<file path="src/sv/rb3d_pkg.sv">
`timescale 1ns / 1ps
`default_nettype none

package rb3d_pkg;

  localparam int unsigned CoordBits   = 16;
  localparam int unsigned DivBits     = 12;
  localparam int unsigned RegionBits  = 24;
  localparam int unsigned CfgIdxBits  = 3;
  localparam int unsigned NumAxes     = 3;
  localparam int unsigned QueueDepth  = 4;

  typedef enum logic [CfgIdxBits-1:0] {
    CFG_SIZE_X = 3'd0,
    CFG_SIZE_Y = 3'd1,
    CFG_SIZE_Z = 3'd2,
    CFG_DIV_X  = 3'd3,
    CFG_DIV_Y  = 3'd4,
    CFG_DIV_Z  = 3'd5,
    CFG_MODE   = 3'd6
  } cfg_idx_e;

  typedef enum logic [3:0] {
    ST_IDLE  = 4'b0001,
    ST_DIV   = 4'b0010,
    ST_PLANE = 4'b0100,
    ST_TOTAL = 4'b1000
  } setup_state_e;

endpackage

`default_nettype wire

</file>
<file path="src/sv/rb3d_divpipe.sv">
`timescale 1ns / 1ps
`default_nettype none

module rb3d_divpipe #(
  parameter int unsigned NUM_BITS  = rb3d_pkg::RegionBits,
  parameter int unsigned DIV_BITS  = rb3d_pkg::DivBits,
  parameter int unsigned SIDE_BITS = 1
) (
  input  wire logic                 clk_i,
  input  wire logic                 rst_ni,
  input  wire logic                 en_i,
  input  wire logic                 valid_i,
  input  wire logic [NUM_BITS-1:0]  num_i,
  input  wire logic [SIDE_BITS-1:0] side_i,
  input  wire logic [DIV_BITS-1:0]  divisor_i,
  output logic                      valid_o,
  output logic [NUM_BITS-1:0]       quot_o,
  output logic [DIV_BITS-1:0]       rem_o,
  output logic [SIDE_BITS-1:0]      side_o
);
  import rb3d_pkg::*;

  logic                 valid_q [NUM_BITS];
  logic [NUM_BITS-1:0]  work_q  [NUM_BITS];
  logic [DIV_BITS-1:0]  part_q  [NUM_BITS];
  logic [SIDE_BITS-1:0] side_q  [NUM_BITS];

  for (genvar s = 0; s < NUM_BITS; s++) begin : g_stage
    logic                 v_in;
    logic [NUM_BITS-1:0]  w_in;
    logic [DIV_BITS-1:0]  p_in;
    logic [SIDE_BITS-1:0] s_in;
    logic [DIV_BITS:0]    trial;
    logic                 ge;

    if (s == 0) begin : g_first
      assign v_in = valid_i;
      assign w_in = num_i;
      assign p_in = '0;
      assign s_in = side_i;
    end else begin : g_next
      assign v_in = valid_q[s-1];
      assign w_in = work_q[s-1];
      assign p_in = part_q[s-1];
      assign s_in = side_q[s-1];
    end

    assign trial = {p_in, w_in[NUM_BITS-1]};
    assign ge    = (trial >= {1'b0, divisor_i});

    always_ff @(posedge clk_i or negedge rst_ni) begin
      if (!rst_ni) begin
        valid_q[s] <= 1'b0;
      end else if (en_i) begin
        valid_q[s] <= v_in;
      end
    end

    // Remaining dividend bits shift out at the top while quotient bits enter below.
    always_ff @(posedge clk_i) begin
      if (en_i) begin
        work_q[s] <= NUM_BITS'({w_in, ge});
        part_q[s] <= ge ? DIV_BITS'(trial - {1'b0, divisor_i}) : DIV_BITS'(trial);
        side_q[s] <= s_in;
      end
    end
  end

  assign valid_o = valid_q[NUM_BITS-1];
  assign quot_o  = work_q[NUM_BITS-1];
  assign rem_o   = part_q[NUM_BITS-1];
  assign side_o  = side_q[NUM_BITS-1];

endmodule

`default_nettype wire

</file>
<file path="src/sv/rb3d_front.sv">
`timescale 1ns / 1ps
`default_nettype none

module rb3d_front #(
  parameter int unsigned DIV_BITS    = rb3d_pkg::DivBits,
  parameter int unsigned REGION_BITS = rb3d_pkg::RegionBits
) (
  input  wire logic                   clk_i,
  input  wire logic                   rst_ni,
  input  wire logic                   en_i,
  input  wire logic                   valid_i,
  input  wire logic [REGION_BITS-1:0] region_id_i,
  input  wire logic [DIV_BITS-1:0]    div_x_i,
  input  wire logic [DIV_BITS-1:0]    div_y_i,
  input  wire logic [3*DIV_BITS-1:0]  total_i,
  output logic                        valid_o,
  output logic                        oor_o,
  output logic [DIV_BITS-1:0]         idx_o [rb3d_pkg::NumAxes]
);
  import rb3d_pkg::*;

  localparam int unsigned CmpBits =
    (REGION_BITS > 3*DIV_BITS) ? REGION_BITS : 3*DIV_BITS;

  logic                   oor_in;
  logic                   v1;
  logic [REGION_BITS-1:0] quot1;
  logic [DIV_BITS-1:0]    rem1;
  logic                   oor1;
  logic [REGION_BITS-1:0] quot2;
  logic [DIV_BITS-1:0]    rem2;
  logic [DIV_BITS:0]      side2;

  assign oor_in = (CmpBits'(region_id_i) >= CmpBits'(total_i));

  // The x index is the remainder by div_x; the quotient is split again by div_y.
  rb3d_divpipe #(
    .NUM_BITS (REGION_BITS),
    .DIV_BITS (DIV_BITS),
    .SIDE_BITS(1)
  ) u_div_x (
    .clk_i    (clk_i),
    .rst_ni   (rst_ni),
    .en_i     (en_i),
    .valid_i  (valid_i),
    .num_i    (region_id_i),
    .side_i   (oor_in),
    .divisor_i(div_x_i),
    .valid_o  (v1),
    .quot_o   (quot1),
    .rem_o    (rem1),
    .side_o   (oor1)
  );

  rb3d_divpipe #(
    .NUM_BITS (REGION_BITS),
    .DIV_BITS (DIV_BITS),
    .SIDE_BITS(DIV_BITS + 1)
  ) u_div_y (
    .clk_i    (clk_i),
    .rst_ni   (rst_ni),
    .en_i     (en_i),
    .valid_i  (v1),
    .num_i    (quot1),
    .side_i   ({oor1, rem1}),
    .divisor_i(div_y_i),
    .valid_o  (valid_o),
    .quot_o   (quot2),
    .rem_o    (rem2),
    .side_o   (side2)
  );

  assign oor_o    = side2[DIV_BITS];
  assign idx_o[0] = side2[DIV_BITS-1:0];
  assign idx_o[1] = rem2;
  assign idx_o[2] = DIV_BITS'(quot2);

endmodule

`default_nettype wire

</file>
<file path="config.mk">
export PLATFORM = sky130hd
export DESIGN_NAME = rb3d_front
export DESIGN_NICKNAME = d
export VERILOG_FILES = /design/src/sv/rb3d_pkg.sv /design/src/sv/rb3d_divpipe.sv /design/src/sv/rb3d_front.sv
export SDC_FILE = /design/constraint.sdc
export NUM_CORES = 2
export LEC_CHECK = 0
export BUFFER_PORTS_ARGS = -buffer_cell sky130_fd_sc_hd__buf_2
export CORE_MARGIN = 2
export CORE_UTILIZATION = 40
export CTS_CLUSTER_DIAMETER = 200
export CTS_CLUSTER_SIZE = 10
export DETAILED_ROUTE_END_ITERATION = 8
export PLACE_DENSITY = 0.64
export SLEW_MARGIN = 10
export SYNTH_ARGS = -nofsm -noshare
export SYNTH_HDL_FRONTEND = slang
export SYNTH_HIERARCHICAL = 1
export SYNTH_SLANG_ARGS = --single-unit
</file>
<file path="constraint.sdc">
create_clock -name clk_i -period 9.43 [get_ports clk_i]
set_clock_uncertainty 0.2 [all_clocks]
set_input_delay 0.943 -clock clk_i [delete_from_list [all_inputs] [get_ports clk_i]]
set_output_delay 0.943 -clock clk_i [all_outputs]
set_load 0.02 [all_outputs]
</file>
Word level (Yosys, flattened, before mapping). Memory sizes are Yosys's and may differ from the RTL's. Index checks and enable logic that the tools add are counted.

Add/subtract/negate cells: 48. Multiply operators: 0. Divide/modulo/power cells: 0. $lt $le $gt $ge: 49. Equal/unequal tests: 0. Shift operators: 0. Mux-type cells: 50. Bitwise operators: 0. Reductions and logical operators: 0.

Operators with widths (count): $ge 13x12->1 (46); $mux 12 (48); $sub 12x12->12 (46); $ge 24x36->1 (1); $ge 1x12->1 (2); $sub 1x12->12 (2); $mux 1 (2).

Register bits after elaboration: 48. Bits in latches: 0. RAM bits: 2064. Bits in read-only memories: 0. Input port bits: 88. Output and inout bits: 38. Word-level logic and storage cells: 201. Memories kept: 6.

Memories: u_div_x.work_q (depth 24, bits a word 24, read ports 24, clocked after Yosys merged registers in 0, wr ports 24, line rb3d_divpipe.sv:24) `logic [NUM_BITS-1:0] work_q [NUM_BITS];`; u_div_y.work_q (depth 24, bits a word 24, read ports 24, clocked after Yosys merged registers in 0, wr ports 24, line rb3d_divpipe.sv:24); u_div_y.side_q (depth 24, bits a word 13, read ports 24, clocked after Yosys merged registers in 0, wr ports 24, line rb3d_divpipe.sv:26) `logic [SIDE_BITS-1:0] side_q [NUM_BITS];`; u_div_x.part_q (depth 24, bits a word 12, read ports 24, clocked after Yosys merged registers in 0, wr ports 24, line rb3d_divpipe.sv:25) `logic [DIV_BITS-1:0] part_q [NUM_BITS];`; u_div_y.part_q (depth 24, bits a word 12, read ports 24, clocked after Yosys merged registers in 0, wr ports 24, line rb3d_divpipe.sv:25); u_div_x.side_q (depth 24, bits a word 1, read ports 24, clocked after Yosys merged registers in 0, wr ports 24, line rb3d_divpipe.sv:26).

Longest topological paths before layout. An unclocked memory read counts as a cell.

Word-level depth: 3. Gate-level depth with buffers: 10. Gate-level depth less buffers: 10.

By module. The synthesis kept the hierarchy.

By module, submodules not included: rb3d_divpipe (u_div_y) (times used 1, cells an instance 3301, area each 51924.8 um2, sequential area each 35914.4 um2); rb3d_divpipe (u_div_x) (times used 1, cells an instance 3050, area each 43113.8 um2, sequential area each 27266.2 um2); rb3d_front (times used 1, cells an instance 86, area each 619.3 um2, sequential area each 0.0 um2).

Worst setup path after synthesis. Ideal clock, no wire load.

Path kind: input to register. Start point: input port div_x_i[1]. End point: memory u_div_x/part_q[9][10] (netlist bit) (data pin). Setup time: 260 ps. Arrival time: 3859 ps. Data required time: 8970 ps. Setup slack: 5111 ps. Stages: 10. Path buffers: 1. Cells stage by stage: inv_1 ha_1 nor2b_4 o31a_1 or4_4 a22oi_2 a21oi_2 a2111oi_4 buf_6 mux2_2.

RTL lines: from (decl) (line rb3d_front.sv:13) `input wire logic [DIV_BITS-1:0] div_x_i,`; to (decl) (line rb3d_divpipe.sv:25).

==> metrics <==
n_diodes=0; Max VDD drop=0.168 mV; Synth warnings=6; status=complete, no violations; unrepaired setup endpoints after global routing=no; RD Place Congestion=0.857; first-pass GRT wire length=257000 um; worst hold margin=114 ps; root buffer cell=clkbuf_16; max cap viols=0; nets=7218; slowest library cell on the worst path=a2111oi_4; buffers added on ports=125; Skew-Pair Late Insertion Delay=820 ps; drt pass-1 iters=6; Die H=476 um; total power=30.3 mW; Least-Margin Pin Slew=1130 ps; slack of the critical path=4730 ps; vias per cell=5.24; fin crit share=49.9%; PD cells=306 nW/um2; dpl hpwl=100000 um; CTS resizes=0; startpoint types=input port; Synth Cell Area=89000 um2; setup bufs post-CTS=0; Post-Syn Instances=6206; GR Util All Layers=14.0%; Final ANT Viol Nets=0; H-tree depth=4; Num CTS Buffers=206; layout cell share with drive strength beyond 1=13.6%; Pleak=37.2 nW; filler cell count=19400; initial antenna violation count=1; final core utilization=44.7%; routed len/inst=16.9 um; dpl cell area=93400 um2; Worst-path clk slew=50 ps; Area Growth Syn to Fin=11.3%; CP max stage delay=890 ps; relative slew slack=24.4%; fin crit period=4700 ps; Avg Cell Area, Syn=14.3 um2; Clock Path Buffers=3; DRC Markers=0; Finished Cell Area=99000 um2; Starting Density=40.1%; Setup Viol. Count Final=0; DIE AREA=226000 um2; Core ar.=222000 um2; number of global-route vias before repair=49700; DR vias=49800; initial DRC count=3413; CTS Hold Buffers Added=0; largest net degree at the start of global routing=185; hold violation total from the final report=0; CP Cell Sequence=buf_2 > inv_1 > buf_4 > ha_1 > nor2b_4 > o31a_1 > or4_4 > a22oi_2 > a21oi_2 > a2111oi_4 > mux2_2; Site Rows=173; # IOs=126; Buffers & Inverters on Critical Path=3; CP endpoint kind=flop; CTS Sinks=1890; WS Path Type=in2reg; maximum fanout along the worst path=20; Critical Path RT=9800 ps; CTS tree=done; Worst path top cell family by delay=compound AO/OA/AOI/OAI gates; syn nets=6920; most common cell after layout, fill and taps aside=edfxtp_1; Setup TNS Final=0 ps; Slew Viols, Final=0; Hold Path Class=in2reg; final WL=160000 um; fin cells=9505; Peak Freq=213 MHz; Worst EP arrival=5070 ps; die width=476 um; most frequent cells in the layout=1842 x edfxtp_1, 580 x ha_1, 442 x nor2_1; GRT Residual Overflow=0; Placement Setup Slack=3860 ps; placed insts=9271
==> metal layers <==
| metal | global-route usage [%] | share of wire, % |
|---|---|---|
| met5 | 0 | 0.0081 |
| met4 | 5.06 | 3.1 |
| met3 | 2.35 | 4.3 |
| met1 | 18.1 | 45 |
| met2 | 23.6 | 48 |
==> final timing paths <==
path                                                 startpoint                                   end  cells past startpoint  slack, ps
max in group asynchronous                                rst_ni   u_div_x/g_stage[9].v_in$_DFFE_PN0P_                      1       8270
worst min-delay path                             region_id_i[0]        u_div_x/work_q[0][1]$_DFFE_PP_                      1        110
worst max-delay path                                 div_x_i[1]        u_div_x/part_q[9][9]$_DFFE_PP_                     11       4730
worst min register to register  u_div_x/work_q[2][64]$_DFFE_PP_       u_div_x/work_q[2][89]$_DFFE_PP_                      0        170
min in group asynchronous                                rst_ni  u_div_y/g_stage[21].v_in$_DFFE_PN0P_                      1        130
worst max register to register   u_div_x/part_q[8][0]$_DFFE_PP_        u_div_x/part_q[9][9]$_DFFE_PP_                      8       5780
==> worst reg2reg max path, stage by stage, from the launching register on <==
cell and delay [ps]:
edfxtp_1 390, ha_1 300, nor2b_4 130, o31a_1 280
or4_4 440, a22oi_2 240, a21oi_2 100, a2111oi_4 890
mux2_2 420
==> sequential cells by signal, indices dropped and copies added (netlist names) <==
signal,flops
u_div_x/g_stage.v_in,23
u_div_x/part_q,288
u_div_x/side_q,24
u_div_x/valid_o,1
u_div_x/work_q,576
u_div_y/g_stage.v_in,23
u_div_y/part_q,288
u_div_y/side_q,312
u_div_y/valid_o,1
u_div_y/work_q,354
==> power by group <==
group / switching (mW) / leakage [nW] / internal (mW)
Clock: 3.08 / 2.73 / 3.91
Combinational: 5.53 / 15.8 / 5.22
Sequential: 0.851 / 18.6 / 11.7
Total: 9.46 / 37.2 / 20.8
==> cell type report <==
class	count	area (um2)	share of cell area, %
flip-flops and latches	1890	56500	57.1
clock inverters	14	420	0.424
inverters	253	950	0.959
repair buffers	162	1030	1.04
clock buffers	220	5230	5.28
well taps	2975	3720	3.76
multi-input cells	3991	31200	31.5
No activity file was read; power rests on OpenSTA's default activity.
