===== src/sv/rb3d_pkg.sv =====
`timescale 1ns / 1ps
`default_nettype none

package rb3d_pkg;

  localparam int unsigned CoordBits   = 16;
  localparam int unsigned DivBits     = 12;
  localparam int unsigned RegionBits  = 24;
  localparam int unsigned CfgIdxBits  = 3;
  localparam int unsigned NumAxes     = 3;
  localparam int unsigned QueueDepth  = 4;

  typedef enum logic [CfgIdxBits-1:0] {
    CFG_SIZE_X = 3'd0,
    CFG_SIZE_Y = 3'd1,
    CFG_SIZE_Z = 3'd2,
    CFG_DIV_X  = 3'd3,
    CFG_DIV_Y  = 3'd4,
    CFG_DIV_Z  = 3'd5,
    CFG_MODE   = 3'd6
  } cfg_idx_e;

  typedef enum logic [3:0] {
    ST_IDLE  = 4'b0001,
    ST_DIV   = 4'b0010,
    ST_PLANE = 4'b0100,
    ST_TOTAL = 4'b1000
  } setup_state_e;

endpackage

`default_nettype wire


===== src/sv/rb3d_back.sv =====
`timescale 1ns / 1ps
`default_nettype none

module rb3d_back #(
  parameter int unsigned COORD_BITS = rb3d_pkg::CoordBits,
  parameter int unsigned DIV_BITS   = rb3d_pkg::DivBits
) (
  input  wire logic                  clk_i,
  input  wire logic                  rst_ni,
  output logic                       en_o,
  input  wire logic                  valid_i,
  input  wire logic                  oor_i,
  input  wire logic [DIV_BITS-1:0]   idx_i  [rb3d_pkg::NumAxes],
  input  wire logic                  mode_i,
  input  wire logic [COORD_BITS-1:0] size_i [rb3d_pkg::NumAxes],
  input  wire logic [COORD_BITS-1:0] quot_i [rb3d_pkg::NumAxes],
  input  wire logic [DIV_BITS-1:0]   rem_i  [rb3d_pkg::NumAxes],
  input  wire logic [COORD_BITS:0]   step_i [rb3d_pkg::NumAxes],
  output logic                       out_valid_o,
  input  wire logic                  out_ready_i,
  output logic [COORD_BITS:0]        head_o [rb3d_pkg::NumAxes],
  output logic [COORD_BITS-1:0]      tail_o [rb3d_pkg::NumAxes],
  output logic                       oor_o
);
  import rb3d_pkg::*;

  localparam int unsigned ProdBits = COORD_BITS + 1 + DIV_BITS;
  localparam int unsigned SumBits  = ProdBits + 1;
  localparam int unsigned HeadBits = COORD_BITS + 1;
  localparam int unsigned EntBits  = NumAxes * (HeadBits + COORD_BITS) + 1;
  localparam int unsigned PtrBits  = (QueueDepth > 1) ? $clog2(QueueDepth) : 1;
  localparam int unsigned CntBits  = $clog2(QueueDepth + 1);

  logic                  v1_q;
  logic                  oor1_q;
  logic [DIV_BITS-1:0]   idx1_q  [NumAxes];
  logic [ProdBits-1:0]   prod1_q [NumAxes];

  logic                  v2_q;
  logic                  oor2_q;
  logic [HeadBits-1:0]   head2_q [NumAxes];
  logic [COORD_BITS-1:0] tail2_q [NumAxes];

  logic [HeadBits-1:0]   head_d [NumAxes];
  logic [COORD_BITS-1:0] tail_d [NumAxes];

  logic [EntBits-1:0]    mem_q [QueueDepth];
  logic [PtrBits-1:0]    wr_ptr_q, rd_ptr_q;
  logic [CntBits-1:0]    count_q;
  logic                  push, pop;
  logic [EntBits-1:0]    wr_ent, rd_ent;

  // The whole back end holds while the queue is full; the queue parts it from the sink.
  assign en_o = (count_q != CntBits'(QueueDepth));

  for (genvar a = 0; a < NumAxes; a++) begin : g_axis
    logic [DIV_BITS-1:0] lo;
    logic [DIV_BITS:0]   idx_p1;
    logic [DIV_BITS:0]   hi;
    logic [SumBits-1:0]  bal_head, bal_tail, blk_head, blk_end, blk_tail;

    always_comb begin
      lo       = (rem_i[a] < idx1_q[a]) ? rem_i[a] : idx1_q[a];
      idx_p1   = {1'b0, idx1_q[a]} + (DIV_BITS+1)'(1);
      hi       = ({1'b0, rem_i[a]} < idx_p1) ? {1'b0, rem_i[a]} : idx_p1;
      bal_head = SumBits'(prod1_q[a]) + SumBits'(lo) + SumBits'(1);
      bal_tail = SumBits'(prod1_q[a]) + SumBits'(quot_i[a]) + SumBits'(hi);
      blk_head = SumBits'(prod1_q[a]) + SumBits'(1);
      blk_end  = SumBits'(prod1_q[a]) + SumBits'(step_i[a]);
      blk_tail = (blk_end < SumBits'(size_i[a])) ? blk_end : SumBits'(size_i[a]);
      if (oor1_q) begin
        head_d[a] = '0;
        tail_d[a] = '0;
      end else if (mode_i) begin
        head_d[a] = blk_head[HeadBits-1:0];
        tail_d[a] = blk_tail[COORD_BITS-1:0];
      end else begin
        head_d[a] = bal_head[HeadBits-1:0];
        tail_d[a] = bal_tail[COORD_BITS-1:0];
      end
    end

    always_ff @(posedge clk_i) begin
      if (en_o) begin
        idx1_q[a]  <= idx_i[a];
        prod1_q[a] <= ProdBits'(step_i[a]) * ProdBits'(idx_i[a]);
        head2_q[a] <= head_d[a];
        tail2_q[a] <= tail_d[a];
      end
    end

    assign wr_ent[a*(HeadBits+COORD_BITS) +: HeadBits+COORD_BITS] = {head2_q[a], tail2_q[a]};
    assign head_o[a] = rd_ent[a*(HeadBits+COORD_BITS)+COORD_BITS +: HeadBits];
    assign tail_o[a] = rd_ent[a*(HeadBits+COORD_BITS) +: COORD_BITS];
  end

  assign wr_ent[EntBits-1] = oor2_q;
  assign rd_ent            = mem_q[rd_ptr_q];
  assign oor_o             = rd_ent[EntBits-1];

  always_ff @(posedge clk_i or negedge rst_ni) begin
    if (!rst_ni) begin
      v1_q <= 1'b0;
      v2_q <= 1'b0;
    end else if (en_o) begin
      v1_q <= valid_i;
      v2_q <= v1_q;
    end
  end

  always_ff @(posedge clk_i) begin
    if (en_o) begin
      oor1_q <= oor_i;
      oor2_q <= oor1_q;
    end
  end

  assign push        = en_o && v2_q;
  assign out_valid_o = (count_q != '0);
  assign pop         = out_valid_o && out_ready_i;

  always_ff @(posedge clk_i) begin
    if (push) begin
      mem_q[wr_ptr_q] <= wr_ent;
    end
  end

  always_ff @(posedge clk_i or negedge rst_ni) begin
    if (!rst_ni) begin
      wr_ptr_q <= '0;
      rd_ptr_q <= '0;
      count_q  <= '0;
    end else begin
      if (push) begin
        wr_ptr_q <= (wr_ptr_q == PtrBits'(QueueDepth - 1)) ? '0 : wr_ptr_q + 1'b1;
      end
      if (pop) begin
        rd_ptr_q <= (rd_ptr_q == PtrBits'(QueueDepth - 1)) ? '0 : rd_ptr_q + 1'b1;
      end
      if (push && !pop) begin
        count_q <= count_q + 1'b1;
      end else if (pop && !push) begin
        count_q <= count_q - 1'b1;
      end
    end
  end

  a_count_bound: assert property (@(posedge clk_i) disable iff (!rst_ni)
    count_q <= CntBits'(QueueDepth))
    else $error("result queue over its depth");

  a_oor_zero: assert property (@(posedge clk_i) disable iff (!rst_ni)
    (v2_q && oor2_q) |-> (head2_q[0] == '0 && tail2_q[0] == '0 &&
                          head2_q[1] == '0 && tail2_q[1] == '0 &&
                          head2_q[2] == '0 && tail2_q[2] == '0))
    else $error("out-of-range region carries non-zero bounds");

  a_hold_full: assert property (@(posedge clk_i) disable iff (!rst_ni)
    !en_o |=> ($stable(v2_q) && $stable(v1_q)))
    else $error("back end moved while the queue was full");

endmodule

`default_nettype wire


===== config.mk =====
export PLATFORM = sky130hd
export DESIGN_NAME = rb3d_back
export DESIGN_NICKNAME = d
export VERILOG_FILES = /design/src/sv/rb3d_pkg.sv /design/src/sv/rb3d_back.sv
export SDC_FILE = /design/constraint.sdc
export NUM_CORES = 2
export LEC_CHECK = 0
export ABC_AREA = 1
export BUFFER_PORTS_ARGS = -buffer_cell sky130_fd_sc_hd__buf_2
export CORE_MARGIN = 5
export CORE_UTILIZATION = 40
export DETAILED_ROUTE_END_ITERATION = 12
export SETUP_SLACK_MARGIN = 0.02
export SLEW_MARGIN = 20
export SYNTH_ARGS = -nofsm -noshare
export SYNTH_HDL_FRONTEND = slang
export SYNTH_SLANG_ARGS = --single-unit

===== constraint.sdc =====
create_clock -name clk_i -period 7.15 [get_ports clk_i]
set_clock_uncertainty 0.1 [all_clocks]
set_input_delay 0.715 -clock clk_i [delete_from_list [all_inputs] [get_ports clk_i]]
set_output_delay 0.715 -clock clk_i [all_outputs]
set_load 0.01 [all_outputs]

== Word level (Yosys, flattened, before mapping) ==
Memories as Yosys holds them, arrays and structs flattened.
Cells that the tools add are included.
Word-level totals
  flip-flop bits (word level): 11
  memory bits (writable): 622
  input port bits: 225
  output and inout port bits: 102
  word-level logic and storage cells: 89
  memories: 5
Memory list
  mem_q: depth 4, bits a word 100, read ports 1, clocked after Yosys merged registers in 0, wr ports 1, RTL line rb3d_back.sv:47  | logic [EntBits-1:0] mem_q [QueueDepth];
  prod1_q: depth 3, bits a word 29, read ports 3, clocked after Yosys merged registers in 0, wr ports 3, RTL line rb3d_back.sv:37  | logic [ProdBits-1:0] prod1_q [NumAxes];
  head2_q: depth 3, bits a word 17, read ports 3, clocked after Yosys merged registers in 0, wr ports 3, RTL line rb3d_back.sv:41  | logic [HeadBits-1:0] head2_q [NumAxes];
  tail2_q: depth 3, bits a word 16, read ports 3, clocked after Yosys merged registers in 0, wr ports 3, RTL line rb3d_back.sv:42  | logic [COORD_BITS-1:0] tail2_q [NumAxes];
  idx1_q: depth 3, bits a word 12, read ports 3, clocked after Yosys merged registers in 0, wr ports 3, RTL line rb3d_back.sv:36  | logic [DIV_BITS-1:0] idx1_q [NumAxes];
Cells by class
  $add $sub $neg: 25
  multipliers: 3
  order comparisons: 9
  equal/unequal tests: 3
  mux-type cells: 29
  reduce and logical (&&, ||, !) cells: 8
Operators by type and width (count)
  $mux W16: 9
  $add A17 B1 Y17 const B: 6
  $mux W17: 6
  $add A29 B17 Y30: 3
  $lt A30 B16 Y1: 3
  $mul A17 B12 Y29: 3
  $add A17 B12 Y17: 3
  $add A16 B13 Y16: 3
  $add A16 B16 Y16: 3
  $add A12 B1 Y13 const B: 3
  $lt A12 B13 Y1: 3
  $mux W13: 3
  $lt A12 B12 Y1: 3
  $mux W12: 3
  $mux W3: 2
  $add A2 B1 Y2 const B: 2
  $eq A2 B2 Y1 const B: 2
  $logic_and A1 B1 Y1: 4
  $mux W1: 4
  $mux W2: 2
  $add A3 B1 Y3 const B: 1
  $ne A3 B3 Y1 const B: 1
  $reduce_bool A3 Y1: 1
  $sub A3 B1 Y3 const B: 1
  other kinds (2): 3

== Depth between registers and ports, before layout ==
An unclocked memory read counts as a cell.
  word-level depth: 7
  mapped depth: 34

== Least setup slack after synthesis ==
OpenSTA, ideal clock, no wires.
  path type: input port to flip-flop
  start point: input idx_i[3] (netlist bit)
  end point: memory prod1_q[0][81] (netlist bit) (data pin)
  data arrival time: 5537 ps
  required time: 6791 ps
  slack: 1254 ps
  stages on the path: 22
  cell sequence: clkbuf_1 clkbuf_1 nand2_1 fa_1 inv_1 fa_1 inv_1 fa_1 fa_1 fa_1 inv_1 ha_1 nand2_1 nor2_1 a211oi_1 o21ai_0 a21oi_1 o21ai_0 a21oi_1 o21ai_0 nand2_1 nand2_1
RTL lines
  start, declared: RTL line rb3d_back.sv:13  | input wire logic [DIV_BITS-1:0] idx_i [rb3d_pkg::NumAxes],
  end, declared: RTL line rb3d_back.sv:37

==> impl_metrics.py <==
metrics = {
    "run": {
        "cap_violations": 0,
    },
    "synthesis": {
        "synthCells": 6946,
        "synth_top_area_cell": "edfxtp_1",
        "yosysWarnings": 0,
        "ys.flop_type": "edfxtp_1",
        "synth.distinct_cells": 55,
        "synth_edf_count": 624,
        "synth.ff_latch_count": 633,
        "async_flop_share": 0.01422,
        "yosysTopAreaCellShare": 0.3207,
        "synth.area.top_cells": "edfxtp_1 (32%), fa_1 (17%), nand2_1 (9.9%)",
        "ys_seq_area_frac": 0.3245,
        "netlist_area_mm2": 0.05844,
        "syn_avg_cell_area_um2": 8.413,
    },
    "sta": {
        "fin_tns_setup_ns": 0,
        "finalHoldViolCount": 0,
        "slew_headroom": 0.3317,
        "setup_violations": 0,
        "period_share": 0.8430,
        "slew_violations": 0,
        "tightest_slew_ns": 1.002,
        "grt_setup_unrepaired": "no",
        "finalCriticalPeriod_ns": 6.027,
        "fmax_mhz": 165.9,
    },
    "worst_setup_path": {
        "worst-r2r-setup-slack_ns": 1.12,
        "worst-endpoint-required_ns": 7.41,
        "critical_path_class": "flip-flop to flip-flop",
        "ff2ff_path_depth": 26,
        "endpoint_kind": "flip-flop",
        "start_kind": "flip-flop",
        "r2r-end": "tail2_q[0][15]",
        "r2r_start": "idx1_q[0][0]",
        "crit_start": "idx1_q[0][0]",
        "critical_path_arrival_ns": 6.29,
        "crit_fanout": 24,
    },
    "route": {
        "drt_iter0_markers": 3653,
        "postRouteAntennaNets": 0,
        "dr.pass1.iters": 6,
        "wl_mm": 169.8,
        "drcViolationCount": 0,
        "route.vias.total": 46960,
        "via_per_inst": 5.142,
        "routedWlPerCell_um": 18.59,
    },
    "grt": {
        "grt_pass1_wl_mm": 261.8,
        "grt_max_degree": 138,
        "antenna_found_initial": 60,
        "overflow": 0,
        "grt_usage": 0.2190,
        "grt_pass1_vias": 45950,
    },
    "place": {
        "port-buffer-count": 326,
        "gp_congestion": 0.9586,
        "dpl.hpwl_mm": 131.2,
    },
    "die": {
        "start_util": 0.4019,
        "die_area_mm2": 0.1538,
        "die_width_um": 392.2,
        "ioPinCount": 327,
        "row_count": 140,
        "die_y_um": 392.2,
        "core-area_mm2": 0.1454,
    },
    "clock_network": {
        "cts_made_buffers": 67,
        "cts.repair.resized": 0,
        "htreeDepth": 3,
        "postCtsSetupBuffers": 0,
        "clock_latency_ns": 0.66,
        "cts_sinks": 633,
        "clock_path_buffers": 3,
        "path_clk_slew_ns": 0.06,
        "cts_tree": "built",
        "cts_root_buf": "clkbuf_16",
    },
    "hold_path": {
        "whs_path_depth": 3,
        "hp-start": "valid_i",
        "hold_class": "input port to flip-flop",
        "min_to": "v1_q",
    },
    "status": {
        "status": "complete, no violations",
    },
    "final_layout": {
        "num-nets-final": 8304,
        "final_layout_size_suffix_gt1_frac": 0.07752,
        "area_growth_pct": 9.723,
        "fillers": 14390,
    },
    "pwr": {
        "leakagePower_nw": 31.60,
        "p_total_mw": 30.07,
        "p_per_area_mw_per_mm2": 469.0,
        "peakVddDrop_uv": 330.7,
    },
}
-- stage by stage --
step | setup slack (ns) | instances | hold WS (ns) | utilization | instance area [um2]
finish | 1.123 | 9131 | 0.1799 | 0.4410 | 64120
global route | 0.6001 | 9103 | 0.1786 | 0.4405 | 64050
CTS | 1.179 | 9089 | 0.1387 | 0.4403 | 64010
detailed placement | 0.9384 | 8968 | 0.3748 | 0.4250 | 61790
global placement | 1.019 | 8968 | 0.3680 | 0.4250 | 61790
floorplan | 1.254 | 6948 | 0.3194 | - | 58440
-- how the worst max path moves through the flow --
stage,slack [ns],endpoint
2_1_floorplan,1.25,prod1_q[0][81]
3_3_place_gp,1.02,prod1_q[0][55]
3_5_place_dp,0.94,prod1_q[0][55]
4_1_cts,1.18,tail2_q[0][15]
5_1_grt,0.60,tail2_q[0][15]
6_report,1.12,tail2_q[0][15]
-- synthesized netlist by cell type, types with 10 or more instances --
cell type	number
nand2_1	1548
inv_1	1407
edfxtp_1	624
fa_1	499
ha_1	459
nor2_1	449
o21ai_0	389
a21oi_1	366
nand3_1	295
clkbuf_1	217
xor2_1	130
o22ai_1	100
nand4_1	79
nor3_1	53
xnor2_1	45
or2_2	23
o211ai_1	19
nand3b_1	17
inv_2	15
nand2_2	15
nor4_1	15
o31ai_1	14
buf_1	13
nor2_2	13
o21a_1	13
o21bai_1	13
a211oi_1	10
a21boi_0	10
a21o_1	10
-- where the power goes --
group / leakage (nW) / internal (mW) / switching [mW]
logic: 24.3 / 6.81 / 12.2
clock network: 1.06 / 2.01 / 1.54
registers: 6.24 / 6.39 / 1.14
total: 31.6 / 15.2 / 14.9
-- area by class of cell --
type | instances | area, um2 | area share
clock inverters | 43 | 501.7 | 0.007825
diodes | 42 | 105.1 | 0.001639
repair buffers | 346 | 1849 | 0.02884
multi-input cells | 4650 | 33230 | 0.5182
flip-flops and latches | 633 | 18970 | 0.2958
inverters | 1423 | 5354 | 0.08350
clock buffers | 77 | 1714 | 0.02673
well taps | 1917 | 2399 | 0.03741
-- sequential cells by signal (all words and copies together), names as in the netlist --
signal,flops
wr_ptr_q,2
oor2_q,1
idx1_q,36
prod1_q,87
rd_ptr_q,2
oor1_q,1
v1_q,1
head2_q,51
v2_q,1
tail2_q,48
mem_q,400
count_q,3
-- kinds of logic after synthesis --
| family | after synthesis | synth area share |
|---|---|---|
| DFF | 633 | 0.3245 |
| AOI/OAI and AO/OA | 974 | 0.09076 |
| and+or+nand+nor | 2539 | 0.1815 |
| adders and majority gates | 958 | 0.2692 |
| other | 1 | 0.00006417 |
| xor gates and xnor gates | 175 | 0.02623 |
| buffers and inverters | 1665 | 0.1075 |
| muxes | 1 | 0.0001927 |
-- cell usage in the layout (no fill, tap or decap), drive strengths merged, types with 8 or more instances in the layout --
master  netlist  final
a211oi       10     10
a21boi       13     13
a21o         10     10
a21oi       367    367
a31o          8      8
a31oi         8      8
buf          25    345
clkbuf      217     77
clkinv        1     20
dfrtp         9      9
diode         0     42
edfxtp      624    624
fa          499    499
ha          459    459
inv        1422   1432
nand2      1564   1564
nand3       303    303
nand3b       17     17
nand4        79     79
nor2        473    473
nor3         54     54
nor4         15     15
o211ai       19     19
o21a         13     13
o21ai       391    391
o21bai       13     13
o22ai       100    100
o31ai        14     14
or2          24     24
xnor2        45     45
xor2        130    130
-- critical path, cell delays in order, from the launching register on --
cell      delay (ns)
edfxtp_1        0.41
ha_1            0.21
nand3_1         0.12
nor3_1          0.32
nand2_1         0.18
nor3_1          0.32
xor2_1          0.15
ha_1            0.32
nand2_1         0.07
a21oi_1         0.16
o21a_1          0.13
o21a_1          0.65
o21ai_0         0.26
fa_1            0.50
inv_1           0.07
ha_1            0.23
inv_1           0.09
fa_1            0.39
inv_1           0.16
nand3_1         0.15
nand3_1         0.15
nand2_1         0.10
nand2_1         0.10
nand3_1         0.09
a21oi_1         0.12
nand3b_1        0.11
a21oi_1         0.07
-- routing by layer --
metal  up-vias  part of all wire  GRT usage  wire length [um]
met5         -            0.0012          0               198
met4        28             0.027    0.06409              4507
met3       264             0.078    0.04364             13290
met2      1353              0.44     0.3396             74770
met1     22750              0.45     0.3117             77020
li1      22560                 -          -                 -
-- timing repair --
action,4_1_cts,5_1_grt
endpoints found under the hold margin,9,0
hold buffers,1,0
endpoints found under the setup margin,0,0
Note: power is estimated with default switching activity, not from simulation.
