===== src/sv/rb3d_pkg.sv =====
`timescale 1ns / 1ps
`default_nettype none

package rb3d_pkg;

  localparam int unsigned CoordBits   = 16;
  localparam int unsigned DivBits     = 12;
  localparam int unsigned RegionBits  = 24;
  localparam int unsigned CfgIdxBits  = 3;
  localparam int unsigned NumAxes     = 3;
  localparam int unsigned QueueDepth  = 4;

  typedef enum logic [CfgIdxBits-1:0] {
    CFG_SIZE_X = 3'd0,
    CFG_SIZE_Y = 3'd1,
    CFG_SIZE_Z = 3'd2,
    CFG_DIV_X  = 3'd3,
    CFG_DIV_Y  = 3'd4,
    CFG_DIV_Z  = 3'd5,
    CFG_MODE   = 3'd6
  } cfg_idx_e;

  typedef enum logic [3:0] {
    ST_IDLE  = 4'b0001,
    ST_DIV   = 4'b0010,
    ST_PLANE = 4'b0100,
    ST_TOTAL = 4'b1000
  } setup_state_e;

endpackage

`default_nettype wire


===== src/sv/rb3d_setup.sv =====
`timescale 1ns / 1ps
`default_nettype none

module rb3d_setup #(
  parameter int unsigned COORD_BITS = rb3d_pkg::CoordBits,
  parameter int unsigned DIV_BITS   = rb3d_pkg::DivBits,
  parameter int unsigned DATA_BITS  = (COORD_BITS > DIV_BITS) ? COORD_BITS : DIV_BITS
) (
  input  wire logic                              clk_i,
  input  wire logic                              rst_ni,
  input  wire logic                              cfg_we_i,
  input  wire logic [rb3d_pkg::CfgIdxBits-1:0]   cfg_index_i,
  input  wire logic [DATA_BITS-1:0]              cfg_data_i,
  output logic                                   ready_o,
  output logic                                   mode_o,
  output logic [COORD_BITS-1:0]                  size_o [rb3d_pkg::NumAxes],
  output logic [COORD_BITS-1:0]                  quot_o [rb3d_pkg::NumAxes],
  output logic [DIV_BITS-1:0]                    rem_o  [rb3d_pkg::NumAxes],
  output logic [COORD_BITS:0]                    step_o [rb3d_pkg::NumAxes],
  output logic [DIV_BITS-1:0]                    div_x_o,
  output logic [DIV_BITS-1:0]                    div_y_o,
  output logic [3*DIV_BITS-1:0]                  total_o
);
  import rb3d_pkg::*;

  localparam int unsigned CntBits = $clog2(COORD_BITS + 1);

  logic [COORD_BITS-1:0] size_q [NumAxes];
  logic [DIV_BITS-1:0]   div_q  [NumAxes];
  logic                  mode_q;
  logic [COORD_BITS-1:0] quot_q [NumAxes];
  logic [DIV_BITS-1:0]   rem_q  [NumAxes];
  setup_state_e          state_q;
  logic [1:0]            axis_q;
  logic [CntBits-1:0]    cnt_q;
  logic [COORD_BITS-1:0] work_q;
  logic [DIV_BITS-1:0]   part_q;
  logic [2*DIV_BITS-1:0] plane_q;
  logic [3*DIV_BITS-1:0] total_q;

  logic [DIV_BITS:0]     trial;
  logic [DIV_BITS:0]     divisor_ext;
  logic                  ge;
  logic [DIV_BITS-1:0]   part_d;
  logic [COORD_BITS-1:0] work_d;

  // One quotient bit per cycle of the shared restoring divider.
  always_comb begin
    divisor_ext = {1'b0, div_q[axis_q]};
    trial       = {part_q, work_q[COORD_BITS-1]};
    ge          = (trial >= divisor_ext);
    part_d      = ge ? DIV_BITS'(trial - divisor_ext) : DIV_BITS'(trial);
    work_d      = {work_q[COORD_BITS-2:0], ge};
  end

  always_ff @(posedge clk_i or negedge rst_ni) begin
    if (!rst_ni) begin
      size_q  <= '{default: COORD_BITS'(1)};
      div_q   <= '{default: DIV_BITS'(1)};
      mode_q  <= 1'b0;
      quot_q  <= '{default: COORD_BITS'(1)};
      rem_q   <= '{default: '0};
      total_q <= (3*DIV_BITS)'(1);
      state_q <= ST_IDLE;
      axis_q  <= 2'd0;
      cnt_q   <= '0;
    end else if (cfg_we_i) begin
      unique case (cfg_idx_e'(cfg_index_i))
        CFG_SIZE_X: size_q[0] <= cfg_data_i[COORD_BITS-1:0];
        CFG_SIZE_Y: size_q[1] <= cfg_data_i[COORD_BITS-1:0];
        CFG_SIZE_Z: size_q[2] <= cfg_data_i[COORD_BITS-1:0];
        CFG_DIV_X:  div_q[0]  <= cfg_data_i[DIV_BITS-1:0];
        CFG_DIV_Y:  div_q[1]  <= cfg_data_i[DIV_BITS-1:0];
        CFG_DIV_Z:  div_q[2]  <= cfg_data_i[DIV_BITS-1:0];
        CFG_MODE:   mode_q    <= cfg_data_i[0];
        default: ;
      endcase
      // Any write restarts the derived-value pass from the first axis.
      state_q <= ST_DIV;
      axis_q  <= 2'd0;
      cnt_q   <= '0;
    end else begin
      unique case (state_q)
        ST_IDLE: ;
        ST_DIV: begin
          if (cnt_q == '0) begin
            cnt_q <= cnt_q + 1'b1;
          end else if (cnt_q == CntBits'(COORD_BITS)) begin
            quot_q[axis_q] <= work_d;
            rem_q[axis_q]  <= part_d;
            cnt_q          <= '0;
            if (axis_q == 2'd2) begin
              state_q <= ST_PLANE;
            end else begin
              axis_q <= axis_q + 2'd1;
            end
          end else begin
            cnt_q <= cnt_q + 1'b1;
          end
        end
        ST_PLANE: state_q <= ST_TOTAL;
        ST_TOTAL: begin
          total_q <= (3*DIV_BITS)'(plane_q) * (3*DIV_BITS)'(div_q[2]);
          state_q <= ST_IDLE;
        end
        default: state_q <= ST_IDLE;
      endcase
    end
  end

  always_ff @(posedge clk_i) begin
    if (state_q == ST_DIV) begin
      if (cnt_q == '0) begin
        work_q <= size_q[axis_q];
        part_q <= '0;
      end else begin
        work_q <= work_d;
        part_q <= part_d;
      end
    end
    if (state_q == ST_PLANE) begin
      plane_q <= (2*DIV_BITS)'(div_q[0]) * (2*DIV_BITS)'(div_q[1]);
    end
  end

  always_comb begin
    for (int a = 0; a < NumAxes; a++) begin
      step_o[a] = mode_q ? ({1'b0, quot_q[a]} + (COORD_BITS+1)'(rem_q[a] != '0))
                         : {1'b0, quot_q[a]};
    end
  end

  assign ready_o = (state_q == ST_IDLE);
  assign mode_o  = mode_q;
  assign size_o  = size_q;
  assign quot_o  = quot_q;
  assign rem_o   = rem_q;
  assign div_x_o = div_q[0];
  assign div_y_o = div_q[1];
  assign total_o = total_q;

  a_write_busy: assert property (@(posedge clk_i) disable iff (!rst_ni)
    cfg_we_i |=> !ready_o)
    else $error("setup pass not started after a register write");

endmodule

`default_nettype wire


===== config.mk =====
export PLATFORM = sky130hd
export DESIGN_NAME = rb3d_setup
export DESIGN_NICKNAME = d
export VERILOG_FILES = /design/src/sv/rb3d_pkg.sv /design/src/sv/rb3d_setup.sv
export SDC_FILE = /design/constraint.sdc
export NUM_CORES = 1
export LEC_CHECK = 0
export ABC_AREA = 1
export BUFFER_PORTS_ARGS = -buffer_cell sky130_fd_sc_hd__clkbuf_2
export CELL_PAD_IN_SITES_DETAIL_PLACEMENT = 0
export CELL_PAD_IN_SITES_GLOBAL_PLACEMENT = 1
export CORE_MARGIN = 2
export CORE_UTILIZATION = 49
export CTS_CLUSTER_SIZE = 10
export DETAILED_ROUTE_END_ITERATION = 12
export PLACE_DENSITY = 0.87
export SYNTH_ARGS = -nofsm -noshare
export SYNTH_HDL_FRONTEND = slang
export SYNTH_SLANG_ARGS = --single-unit

===== constraint.sdc =====
create_clock -name clk_i -period 8.8 [get_ports clk_i]
set_input_delay 0.44 -clock clk_i [delete_from_list [all_inputs] [get_ports clk_i]]
set_output_delay 0.44 -clock clk_i [all_outputs]
set_load 0.01 [all_outputs]

; ---- Word level (Yosys, flattened, before mapping)
; Index checks and enable logic that the tools add are counted.
[classes]
shifts = 0
n_reduce_logical = 19
n_eq_ne = 18
addsub = 6
mux = 31
div = 0
n_bitwise = 3
order_cmp = 3
mul = 2
[ops]
columns = operator, n
row1 = 2-to-1 mux 16 bit, 4
row2 = adder 16 x 1 -> 17 bit, 3
row3 = 2-to-1 mux 17 bit, 3
row4 = bitwise mux 48 bit, 1
row5 = 2-to-1 mux 12 bit, 4
row6 = bitwise mux 36 bit, 1
row7 = multiplier 24 x 12 -> 36 bit, 1
row8 = nonzero test 12 bit, 3
row9 = binary-select mux 16 bit (select 2 bit), 1
row10 = demux 16 bit (select 2 bit), 1
row11 = binary-select mux 12 bit (select 2 bit), 1
row12 = demux 12 bit (select 2 bit), 1
row13 = multiplier 12 x 12 -> 24 bit, 1
row14 = 2-to-1 mux 5 bit, 4
row15 = 2-to-1 mux 4 bit, 4
row16 = AND reduction 2 bit, 8
row17 = greater-or-equal comparator 13 x 12 -> 1 bit, 1
row18 = case mux 4 bit (3 select lines), 1
row19 = AND reduction 4 bit, 3
row20 = subtractor 12 bit, 1
row21 = 2-to-1 mux 2 bit, 5
row22 = equality test 3 bit (second input constant), 3
row23 = inequality test 3 bit (second input constant), 3
row24 = equality test 3 x 2 -> 1 bit (second input constant), 2
row25 = other kinds (18), 22
[totals]
ramBits = 0
elab_cells = 102
regBits = 268
rom_bits = 0
output_inout_bits = 245
mem_count = 0
in_bits = 22
latch_bits = 0

; ---- Depth between registers and ports, before layout
; Gate-level depths: netlist (run 1).
[depth]
word_depth = 7
ltp_mapped = 25
mapped_depth_nobuf = 23

; ---- Worst setup path before layout (run 1)
; Ideal clock, no wire load.
[synth_path]
path_type = register -> register
start = reg div_q (netlist bit div_y_o[11])
end = reg plane_q[20], data pin
path_slack_ps = 3817
t_arrival_ps = 4731
required_time_ps = 8548
period_less_slack_ps = 4983
path_stages_with_launch = 22
n_path_buf = 1
setup_time_ps = 252
cell_sequence = dfrtp_1 clkbuf_1 nand2_1 fa_1 inv_1 fa_1 inv_1 fa_1 inv_1 fa_1 inv_1 fa_1 inv_1 ha_1 nand2_1 inv_1 a21oi_1 nor2_1 nor3_1 nand2_1 nand2_1 nand2_1
[synth_via]
elab_chain_len = 1
[synth_lines]
columns = item, line
row1 = start: declaration, rb3d_setup.sv:29  ; logic [DIV_BITS-1:0] div_q [NumAxes];
row2 = multiplier 12 x 12 -> 24 bit, rb3d_setup.sv:122  ; plane_q <= (2*DIV_BITS)'(div_q[0]) * (2*DIV_BITS)'(div_q[1]);
row3 = end signal: assignment, rb3d_setup.sv:122
row4 = end: declaration, rb3d_setup.sv:38  ; logic [2*DIV_BITS-1:0] plane_q;
; Every way passes these cells.
; A chain may end at the register's enable or synchronous reset.

; ---- Worst setup path after layout (run 1)
; Ends and elaborated chain as after synthesis.

==> flow_summary_export.csv, run 1 <==
group,metric,value,unit
setup_path,r2r-end,"plane_q[20]$_DFFE_PP_",
power,p_sw,6.01,mW
setup_path,crit_fanout,15,
clock_network,cts.htree.levels,2,
power,leakagePower,17.2,nW
power,p_int,5.22,mW
synth,ys.flop_type,"dfrtp_1",
place,dpl.hpwl,56200,µm
clock_network,clock-sinks,268,
route,dr.first_iter.drc_count,1548,
route,wl_per_cell,16.3,µm
power,clkPwrFrac,0.118,
synth,synth_edf_count,52,
synth,synth.distinct_cells,44,
finish,finalNetCount,4188,
sta,fin_setup_tns,0,ns
sta,final-hold-violation-count,46,
grt,grt_pass1_wl,119000,µm
clock_network,clk_pin_slew,0.05,ns
floorplan,initial_core_util,0.495,
synth,syn_nets,4028,
sta,setup_viol,0,
power,p_seq_frac,0.151,
route,drt-met1-wl,33700,µm
synth,syn_avg_cell_area,7.74,µm²
power,swShare,0.535,
route,drtPass1Iterations,7,
sta,setup_ws,3.48,ns
setup_path,critPathKind,"reg -> reg",
flow_run,maxCapViolCount,0,
synth,yosysSeqAreaShare,0.256,
place,place.gp.congestion,0.907,
route,ant_nets,0,
power,pwr-share-comb,0.732,
place,place_ws,3.52,ns
route,wl,72600,µm
grt,grt_max_degree,116,
synth,synth_area,0.0273,mm²
floorplan,coreArea,0.0551,mm²
clock_network,cts_root_buf,"clkbuf_16",
finish,layoutNonFillerInstCount,4454,
route,routed-wl-met3,4410,µm
finish,mostFrequentLayoutCells,"nand2_1, inv_1, fa_1, clkbuf_2, o21ai_0",
grt,grt_antenna_before_repair,3,
place,dpl.cell_count,4398,
power,p_per_area,374,mW/mm²
finish,mostFrequentLayoutCell,"nand2_1",
clock_network,post_cts_resized,0,
clock_network,clk_latency,0.54,ns
floorplan,die_area,0.0576,mm²
floorplan,die_w,240,µm
route,vias,22469,
setup_path,reg2reg_slack,3.48,ns
clock_network,postCtsHoldBufs,0,
clock_network,numCtsBuffers,34,
synth,async_flop_share,0.806,
finish,drive_above_1_share,0.103,
setup_path,startpoint_type,"register",
sta,worst_pin_slew,0.990,ns
setup_path,r2r_cells,20,
sta,slew_headroom,0.338,
floorplan,die_h,240,µm
grt,gr-total-overflow,0,
synth,yosysWarnings,0,
sta,timing.final.crit_share,0.605,
status,violations,"hold timing",
setup_path,end_kind,"register",
synth,synth_seq_cells,268,
sta,post-route-min-period,5.32,ns
sta,fmax,188,MHz
route,post_drt_via_cell_ratio,5.04,
sta,fin_skew,0.0192,ns
setup_path,cp.required,9.09,ns
floorplan,rows,86,
power,irDropWorstVdd,296,µV
setup_path,reg2reg_from,"div_y_o[11]$_DFFE_PN0P_",
grt,grt_pass1_vias,21850,
route,routed.top_layer,"met4",
route,drc,0,
status,status,"complete, but fails checks",
finish,area_growth,10.0,%
sta,whs,-0.0355,ns
min_path,min_path_type,"in -> async",
finish,fillCellCount,5383,
clock_network,cts.path.max_buffers,3,
setup_path,arrival,5.62,ns
sta,rsz0062_at_grt,"false",
place,portBuffers,266,
route,wl_met2,33300,µm
clock_network,post_cts_buffers,0,
grt,grt_util_all_layers,0.261,
finish,antenna_cells,0,
sta,drv_slew,0,
clock_network,cts_tree,"done",
floorplan,io_pins,267,
synth,postSynthCellCount,3526,
[worst max-delay path by stage]
stage	start	to	slack, ns	depth (start not counted)
5_1_grt	div_x_o[3]$_DFFE_PN0P_	plane_q[20]$_DFFE_PP_	3.03	20
2_1_floorplan	div_y_o[11]$_DFFE_PN0P_	plane_q[20]$_DFFE_PP_	3.82	21
4_1_cts	div_y_o[11]$_DFFE_PN0P_	plane_q[20]$_DFFE_PP_	3.48	20
3_5_place_dp	div_y_o[11]$_DFFE_PN0P_	plane_q[22]$_DFFE_PP_	3.52	19
6_report	div_y_o[11]$_DFFE_PN0P_	plane_q[20]$_DFFE_PP_	3.48	20
3_3_place_gp	div_y_o[11]$_DFFE_PN0P_	plane_q[20]$_DFFE_PP_	3.59	20
[final cells by class]
type | instances | area (µm²) | area share
flip-flops and latches | 268 | 6980 | 0.233
clock inverters | 4 | 42.5 | 0.00142
repair buffers | 289 | 1510 | 0.0505
multi-input cells | 2342 | 16700 | 0.557
inverters | 751 | 2820 | 0.0939
clock buffers | 52 | 991 | 0.0330
well taps | 748 | 936 | 0.0312
[power groups by stage]
| stage | registers, mW | clock network, mW | logic [mW] |
|---|---|---|---|
| floorplan | 1.62 | 0 | 6.20 |
| global placement | 1.70 | 0 | 8.12 |
| detailed placement | 1.71 | 0 | 8.17 |
| CTS | 1.69 | 1.34 | 8.23 |
| global route | 1.71 | 1.40 | 9.51 |
| finish | 1.69 | 1.32 | 8.22 |
[critical path: stages, from the launching register on]
cell	delay, ns
dfrtp_1	0.67
nand2_1	0.16
fa_1	0.56
inv_1	0.06
fa_1	0.55
inv_1	0.06
fa_1	0.54
inv_1	0.06
fa_1	0.53
inv_1	0.05
fa_1	0.52
inv_1	0.04
ha_1	0.35
nand2_1	0.17
inv_1	0.06
a21oi_1	0.24
nor2_1	0.07
nor3_1	0.19
nand2_1	0.08
nand2_1	0.06
nand2_1	0.05
[synth_stat cells, types with 7 or more instances]
cell,n,area share
a21oi_1,46,0.0084
a2bb2oi_1,10,0.0032
buf_2,15,0.0028
buf_4,28,0.0077
clkbuf_1,120,0.017
dfrtp_1,205,0.19
dfstp_2,11,0.011
edfxtp_1,52,0.057
fa_1,321,0.24
ha_1,159,0.073
inv_1,747,0.10
nand2_1,1125,0.15
nand2_4,7,0.0029
nand3_1,133,0.024
nand4_1,16,0.0037
nor2_1,143,0.020
nor3_1,15,0.0028
nor4_1,10,0.0023
o21ai_0,218,0.040
xnor2_1,34,0.011
xor2_1,45,0.014
[flip-flops by register name (all words and copies together) (netlist names)]
| name | count |
|---|---|
| quot_o | 48 |
| work_q | 16 |
| cnt_q | 5 |
| part_q | 12 |
| state_q | 4 |
| total_o | 36 |
| div_q | 12 |
| rem_o | 36 |
| div_y_o | 12 |
| mode_o | 1 |
| size_o | 48 |
| plane_q | 24 |
| axis_q | 2 |
| div_x_o | 12 |
[stage by stage]
stage | power (mW) | cell area (µm²) | util | hold WS (ns)
5_1_grt | 12.6 | 30000 | 0.545 | 0.0425
4_1_cts | 11.3 | 30000 | 0.545 | 0.00209
2_1_floorplan | 7.82 | 27300 | - | 0.144
6_report | 11.2 | 30000 | 0.545 | -0.0355
3_5_place_dp | 9.88 | 29000 | 0.526 | 0.459
3_3_place_gp | 9.83 | 29000 | 0.526 | 0.455
[logic make-up after synthesis]
kind of cell             share of synthesized area
buffers and inverters                        0.131
AO/OA/AOI/OAI                               0.0588
flip-flops                                   0.256
AND/OR/NAND/NOR                              0.220
XOR/XNOR                                    0.0254
adder cells (fa/ha/maj)                      0.309
[routing by layer]
metal | global-route usage | up-vias
li1 | - | 10814
met1 | 0.379 | 10968
met2 | 0.420 | 615
met3 | 0.0333 | 72
met4 | 0.0512 | 0
met5 | 0 | -
No activity file was read; power rests on OpenSTA's default activity.
==> run 2: changes to the inputs <==
Settings changed: CORE_UTILIZATION 49 to 46, PLACE_DENSITY 0.87 to 0.82.
Clock period 8.8 ns to 5.05 ns, I/O delays scaled along.
==> run 2 against run 1 <==
Effect of this change:
- the run now ends clean
- non-clock buffer count grew 108
- routed wire length grew 3.1%
- cell count grew 3.1%
- critical path depth is the same
- global-route usage shrank 0.98 points
- sequential power grew 69%
- register-to-register slack lost 3.3 ns
- via count grew 1.1%
- clock power grew 77%
- power grew 88%
- maximum frequency grew 9.3%
- hold slack gained 0.13 ns
==> flow_summary_export.csv, run 2 (synthesized netlist as in run 1, its figures left out) <==
group,metric,value,unit
status,status,"finished clean",
finish,area_growth,14.8,%
sta,whs,0.0903,ns
clock_network,cts.path.max_buffers,3,
place,placed_cell_area,0.0297,mm²
finish,post-route-util,0.532,
flow_run,maxCapViolCount,0,
clock_network,numCtsBuffers,34,
route,wl_per_cell,16.3,µm
sta,rsz0062_at_grt,"true",
power,leakagePower,17.7,nW
route,drtPass1Iterations,5,
min_path,min_path_cells,3,
sta,fin_setup_tns,0,ns
grt,gr-total-overflow,0,
route,drc,0,
floorplan,io_pins,267,
floorplan,die_w,247,µm
floorplan,die_h,247,µm
finish,antenna_cells,0,
sta,setup_viol,0,
sta,slew_headroom,0.304,
setup_path,arrival,5.30,ns
setup_path,end_kind,"register",
clock_network,clk_pin_slew,0.05,ns
finish,finalNetCount,4296,
clock_network,clk_latency,0.54,ns
setup_path,critPathKind,"reg -> reg",
route,ant_nets,0,
grt,grt_util_all_layers,0.251,
clock_network,clock-sinks,268,
route,post_drt_via_cell_ratio,4.95,
floorplan,coreArea,0.0588,mm²
setup_path,r2r_cells,20,
grt,grt_pass1_wl,122000,µm
setup_path,critPathSlowestCell,"fa_1",
min_path,min_path_type,"in -> reg",
floorplan,initial_core_util,0.464,
route,wl,74900,µm
route,vias,22706,
sta,timing.final.crit_share,0.964,
setup_path,cp.required,5.48,ns
sta,fin_skew,0.0152,ns
sta,final-hold-violation-count,0,
route,dr.first_iter.drc_count,1575,
finish,drive_above_1_share,0.143,
finish,final_cell_area,0.0313,mm²
power,p_per_area,675,mW/mm²
power,irDropWorstVdd,590,µV
clock_network,cts.htree.levels,2,
place,place.gp.congestion,0.867,
clock_network,cts_tree,"done",
setup_path,cp_cell_sequence,"buf_12, nand2_1, fa_1, inv_1, fa_1, fa_1, fa_1, inv_1, fa_1, inv_1, ha_2, nand2_1, inv_1, nand2_1, inv_1, nand3_1, nand3_2, or2_2, nand3_1, nand2_1",
setup_path,startpoint_type,"register",
finish,mostFrequentLayoutCell,"nand2_1",
floorplan,rows,89,
place,dpl.hpwl,58400,µm
sta,drv_slew,0,
grt,grt_max_degree,135,
setup_path,max_stage_delay,0.58,ns
finish,mostFrequentLayoutCells,"nand2_1, inv_1, fa_1, clkbuf_2, o21ai_0",
place,portBuffers,266,
sta,fmax,205,MHz
clock_network,cts_root_buf,"clkbuf_16",
grt,grt_antenna_before_repair,1,
floorplan,die_area,0.0613,mm²
sta,post-route-min-period,4.87,ns
sta,worst_pin_slew,1.04,ns
setup_path,crit_fanout,13,
grt,grt_pass1_vias,22579,
-- run 2: cell count changes in the layout (fill, tap and decap cells not counted), moves of 13 or more --
cell     previous run  this run
dfrtp_2             0        17
dfrtp_1           205       188
ha_1              159       144
buf_12              0        13
nor2_1            141       127
nor2_2              7        20
buf_4              23       108
-- run 2: timing repair --
action,in CTS,in global routing
hold buffers,6,0
setup buffers,0,25
setup endpoints to repair,0,36
hold endpoints to repair,136,0
resized for setup,0,73
-- run 2: cell type report --
class	count	area, µm²
Clock buffer	55	982
Clock inverter	4	65.1
Fill cell	5766	27500
Inverter	751	2820
Multi-Input combinational cell	2342	16900
Sequential cell	268	7000
Tap cell	773	967
Timing Repair Buffer	397	2520
-- run 2: path summary, 6_finish.rpt --
check | start | endpoint | slack (ns)
setup reg to reg | div_q[6]$_DFFE_PN0P_ | total_o[16]$_DFFE_PN0P_ | 0.18
min in group asynchronous | rst_ni | size_o[31]$_DFFE_PN0P_ | 0.45
hold reg to reg | total_o[3]$_DFFE_PN0P_ | total_o[3]$_DFFE_PN0P_ | 0.47
hold / removal | cfg_data_i[5] | div_q[5]$_DFFE_PN0P_ | 0.09
max in group asynchronous | rst_ni | total_o[34]$_DFFE_PN0P_ | 3.51
setup / recovery | div_q[6]$_DFFE_PN0P_ | total_o[16]$_DFFE_PN0P_ | 0.18
-- run 2: per-stage QoR --
step,std cells,setup WS [ns],power (mW)
after floorplan,3526,0.0666,13.6
after global placement,4499,0.103,17.6
after detailed placement,4499,0.0603,17.7
after CTS,4564,0.0393,20.2
after global routing,4590,-0.0516,23.7
final,4590,0.181,21.1
-- run 2: metal layers --
layer  vias to the layer above  part of all wire  wire length (µm)  track usage
li1                      11049                 -                 -            -
met1                     10988              0.46             34400        0.357
met2                       588              0.46             34300        0.406
met3                        81             0.067              4980       0.0424
met4                         0             0.017              1280       0.0456
met5                         -                 0                 0            0
-- run 2: critical path: cells and delay by family, from the launching register on --
| kind | cells | cell delay [ns] |
|---|---|---|
| buffers and inverters | 6 | 0.47 |
| and+or+nand+nor | 8 | 0.95 |
| DFF | 1 | 0.48 |
| adders and majority gates | 6 | 2.84 |
-- run 2: where the power goes --
part / switching (mW) / leakage (nW) / internal, mW
registers: 0.240 / 3.31 / 2.61
logic: 9.87 / 13.9 / 6.07
clock network: 0.956 / 0.505 / 1.39
